File: src/rtl/eit_mul.sv
// pipelined unsigned multiplier, one 32x32 partial product per stage
module eit_mul #(
    parameter int WA = 32,
    parameter int WB = 32
) (
    input  logic               i_clk,
    input  logic [WA-1:0]      i_a,
    input  logic [WB-1:0]      i_b,
    output logic [WA+WB-1:0]   o_p
);

    localparam int NA = (WA + 31) / 32;
    localparam int NB = (WB + 31) / 32;
    localparam int NS = NA * NB;
    localparam int PW = WA + WB;
    localparam int AP = NA * 32;
    localparam int BP = NB * 32;

    logic [AP-1:0] r_a   [NS];
    logic [BP-1:0] r_b   [NS];
    logic [PW-1:0] r_acc [NS];

    for (genvar s = 0; s < NS; s++) begin : g_stage
        localparam int I = s / NB;
        localparam int J = s % NB;
        logic [AP-1:0]    a_in;
        logic [BP-1:0]    b_in;
        logic [PW-1:0]    acc_in;
        logic [63:0]      pp;
        logic [AP+BP-1:0] term;
        logic [PW-1:0]    n_acc;

        if (s == 0) begin : g_first
            assign a_in   = AP'(i_a);
            assign b_in   = BP'(i_b);
            assign acc_in = '0;
        end else begin : g_next
            assign a_in   = r_a[s-1];
            assign b_in   = r_b[s-1];
            assign acc_in = r_acc[s-1];
        end

        assign pp    = a_in[I*32 +: 32] * b_in[J*32 +: 32];
        assign term  = (AP+BP)'(pp) << (32 * (I + J));
        assign n_acc = acc_in + term[PW-1:0];

        always_ff @(posedge i_clk) begin
            r_a[s]   <= a_in;
            r_b[s]   <= b_in;
            r_acc[s] <= n_acc;
        end
    end

    assign o_p = r_acc[NS-1];

endmodule

File: config.mk
export PLATFORM = sky130hd
export DESIGN_NAME = eit_mul
export DESIGN_NICKNAME = d
export VERILOG_FILES = /design/src/rtl/eit_mul.sv
export SDC_FILE = /design/constraint.sdc
export NUM_CORES = 2
export LEC_CHECK = 0
export BUFFER_PORTS_ARGS = -buffer_cell sky130_fd_sc_hd__buf_2
export CAP_MARGIN = 30
export CORE_UTILIZATION = 35
export CTS_BUF_LIST = sky130_fd_sc_hd__clkbuf_16
export CTS_CLUSTER_DIAMETER = 60
export DETAILED_ROUTE_END_ITERATION = 8
export SKIP_CTS_REPAIR_TIMING = 1
export SYNTH_ARGS = -nofsm -noshare
export SYNTH_HDL_FRONTEND = slang
export SYNTH_SLANG_ARGS = --single-unit
File: constraint.sdc
create_clock -name i_clk -period 23.5 [get_ports i_clk]
set_input_delay 3.525 -clock i_clk [delete_from_list [all_inputs] [get_ports i_clk]]
set_output_delay 3.525 -clock i_clk [all_outputs]
set_load 0.02 [all_outputs]
; ---- Word level (Yosys, flattened, before mapping)
; Memories as Yosys holds them, arrays and structs flattened.
; Index checks and enable logic that the tools add are counted.
[totals]
memories = 1
in_bits = 65
register_bits = 0
mem_bits_rw = 64
[op_classes]
multipliers = 1
[mem_list]
columns = name, depth, word_bits, rd, rd_clocked_by_memory_dff, write_ports, line_no
row1 = r_acc, 1, 64, 1, 0, 1, 21  ; logic [PW-1:0] r_acc [NS];
[op_table]
columns = op, count
row1 = $mul A32 B32 Y64, 1

; ---- Longest topological paths before layout
[logic_depth]
ltp_word = 1
depth_mapped = 29
mapped_depth_nobuf = 27

; ---- Worst setup path before layout
; Ideal clock, no wire load.
[synth_timing]
path_type = input port to flip-flop
from = input i_a[25]
to = memory r_acc[0][62] in the netlist's numbering
stages = 25
setup_slack_ns = 13.227
arrival_ns = 10.201
path_cell_list = clkbuf_1 -> nand2_1 -> fa_1 -> inv_1 -> fa_1 -> inv_1 -> fa_1 -> inv_1 -> fa_1 -> fa_1 -> fa_1 -> fa_1 -> inv_1 -> fa_1 -> inv_1 -> ha_1 -> buf_2 -> nand4_1 -> or4_1 -> or3_1 -> a31oi_1 -> a31o_2 -> a211oi_1 -> o21ai_1 -> xor2_1
[synth_between]
elab_chain_cells = 1
[synth_lines]
columns = element, line_no
row1 = "start, declared", 7  ; input logic [WA-1:0] i_a,
row2 = $mul A32 B32 Y64, 43  ; assign pp = a_in[I*32 +: 32] * b_in[J*32 +: 32];
row3 = via g_stage[0].n_acc[62], 31  ; logic [PW-1:0] n_acc;
row4 = "end, declared", 21
; The timed path passes the listed nets, and every way through them passes these cells.

; ---- Worst setup path after layout
[layout_timing]
from = input i_a[24]
to = memory r_acc[0][62] in the netlist's numbering
; Same word-level chain as after synthesis.

==> flow_summary.yaml <==
logic_synthesis:
  synth_area_leader_cell: "fa_1"
  synth_cell_types: 56
  synth-seq-cells: 64
  synth-edff-count: 0
  mappedNetlistArea_mm2: 0.03463
  syn_nets: 4982
  yosysSeqAreaShare_pct: 3.700
  synth_top_area_share_pct: 51.80
  synth.area.top_cells: "fa_1, and2_1, ha_1, inv_1, nand2_1"
  synth_cells: 3758
  postSynthAreaPerCell_um2: 9.215
  yosys_warnings: 0
  async_reset_ff_share_pct: 0
  ys.flop_type: "dfxtp_1"
setup_path:
  cp-start-kind: "input pin"
  slowest_stage: "buf_2"
  critical_path_class: "in2reg"
  max_stage_delay_ps: 630
  cp_max_fo: 32
  required_ps: 23790
  setup.worst_path.end_class: "register"
  critical_path_arrival_ps: 11550
  path_common_cell: "fa_1"
grt:
  grt_pass1_wl_mm: 149.1
  grt_max_degree: 33
  grt_usage_pct: 19.37
  antenna_found_initial: 7
  overflow: 0
  grt_pass1_vias: 26580
layout:
  final_cell_mix: "fa_1, inv_1, and2_1"
  area_growth_pct: 5.004
  drive_above_1_share_pct: 4.347
  top_register: "r_acc"
  fin_util_pct: 37.05
  largest_reg_flops: 64
  layout.nets: 4900
  top_regs: "r_acc (64)"
  final_common_cell: "fa_1"
floorplanning:
  initial_core_util_pct: 35.29
  dieWidth_um: 316.6
  design.die.area_mm2: 0.1002
  die_h_um: 316.6
  num_rows: 115
  ios: 129
  core-area_mm2: 0.09813
run_status:
  outcome: "finished clean"
drt:
  num_vias: 24430
  drc: 0
  drtAntennaViolNets: 0
  wl_per_cell_um: 18.62
  met2_wirelength_mm: 49.43
  vias_per_cell: 4.915
  drt-total-wl_mm: 92.53
  drt_first_iter_violations: 1250
  dr.max_layer_used: "met5"
  met3_length_mm: 3.865
  wl_met1_mm: 36.07
  drt_first_pass_iters: 5
timing:
  period_needed_ps: 11260
  rsz0062_at_grt: "no"
  slew_violations: 0
  fin_setup_tns_ps: 0
  worst_pin_slew_ps: 938.1
  max_freq_mhz: 88.78
  min_period_over_period_pct: 47.93
  max_slew_margin_pct: 37.46
  setup_viol: 0
  hold_violations: 0
  whs_ps: 3815
clock_network:
  htreeDepth: 3
  cts_root_buffer: "clkbuf_16"
  numCtsBuffers: 9
  clk_path_buf_depth: 2
  clkTransAtPathRegs_ps: 60
  cts_tree: "done"
  cts.sinks: 64
min_path:
  hold_class: "in2reg"
placement:
  hpwl_mm: 75.22
  port-buffer-count: 128
  gp_congestion: 0.8646
run:
  maxCapViolCount: 0
Yosys cell counts, types with 4 or more instances:
cell type / count
a211oi_1: 4
a31oi_1: 11
nand4_1: 24
xor2_1: 26
o21bai_1: 10
o21a_1: 8
a21o_1: 37
clkbuf_1: 215
and3_1: 14
fa_1: 896
a221o_1: 4
inv_1: 863
dfxtp_1: 64
and4_1: 4
a21oi_1: 68
nor3_1: 5
nand2_1: 478
o21ai_0: 28
or3_1: 5
xnor2_1: 33
buf_2: 9
and2_1: 603
nor2_1: 21
nand3_1: 12
ha_1: 263
area by class of cell:
type | instances | area [µm²]
Timing Repair Buffer | 134 | 685.7
Tap cell | 1287 | 1610
Antenna cell | 2 | 5.005
Inverter | 863 | 3239
Clock inverter | 7 | 71.32
Sequential cell | 64 | 1281
Clock buffer | 9 | 225.2
Fill cell | 10100 | 61770
Multi-Input combinational cell | 2604 | 29240
stage by stage:
stage	worst slack [ps]	instances	cell area [µm²]
global placement	12130	4952	36060
finish	12240	4970	36360
CTS	12420	4968	36360
floorplan	13230	3758	34630
global route	12010	4968	36360
detailed placement	12030	4952	36060
metal layers:
layer | global-route usage [%] | up-vias
met5 | 0 | -
met4 | 6.064 | 4
met3 | 2.256 | 160
met2 | 35.38 | 641
met1 | 23.66 | 12920
li1 | - | 10710
worst max-delay path: cells and delay by family:
family	cells	cell delay, ps
compound gates	4	1150
xor+xnor	1	150
fa+ha+maj	9	4360
buf+inv	7	1010
simple gates	4	1330
logic make-up after synthesis:
| family | count (synthesis) | share of synthesized area [%] |
|---|---|---|
| AND/OR/NAND/NOR | 1180 | 17.71 |
| XOR/XNOR | 59 | 1.492 |
| buffers and inverters | 1090 | 11.85 |
| adder cells (fa/ha/maj) | 1159 | 61.30 |
| flip-flops | 64 | 3.700 |
| AO/OA/AOI/OAI | 205 | 3.917 |
| multiplexers | 1 | 0.02891 |
worst paths after layout:
path	start	to	slack, ps	cells past startpoint
hold / removal	i_b[0]	r_acc[0][0]	3810	2
setup / recovery	i_a[24]	r_acc[0][62]	12240	25
Power is left out: the tool's default activity adds up to more than one toggle a clock period on the data nets, which glitch-free logic cannot reach.
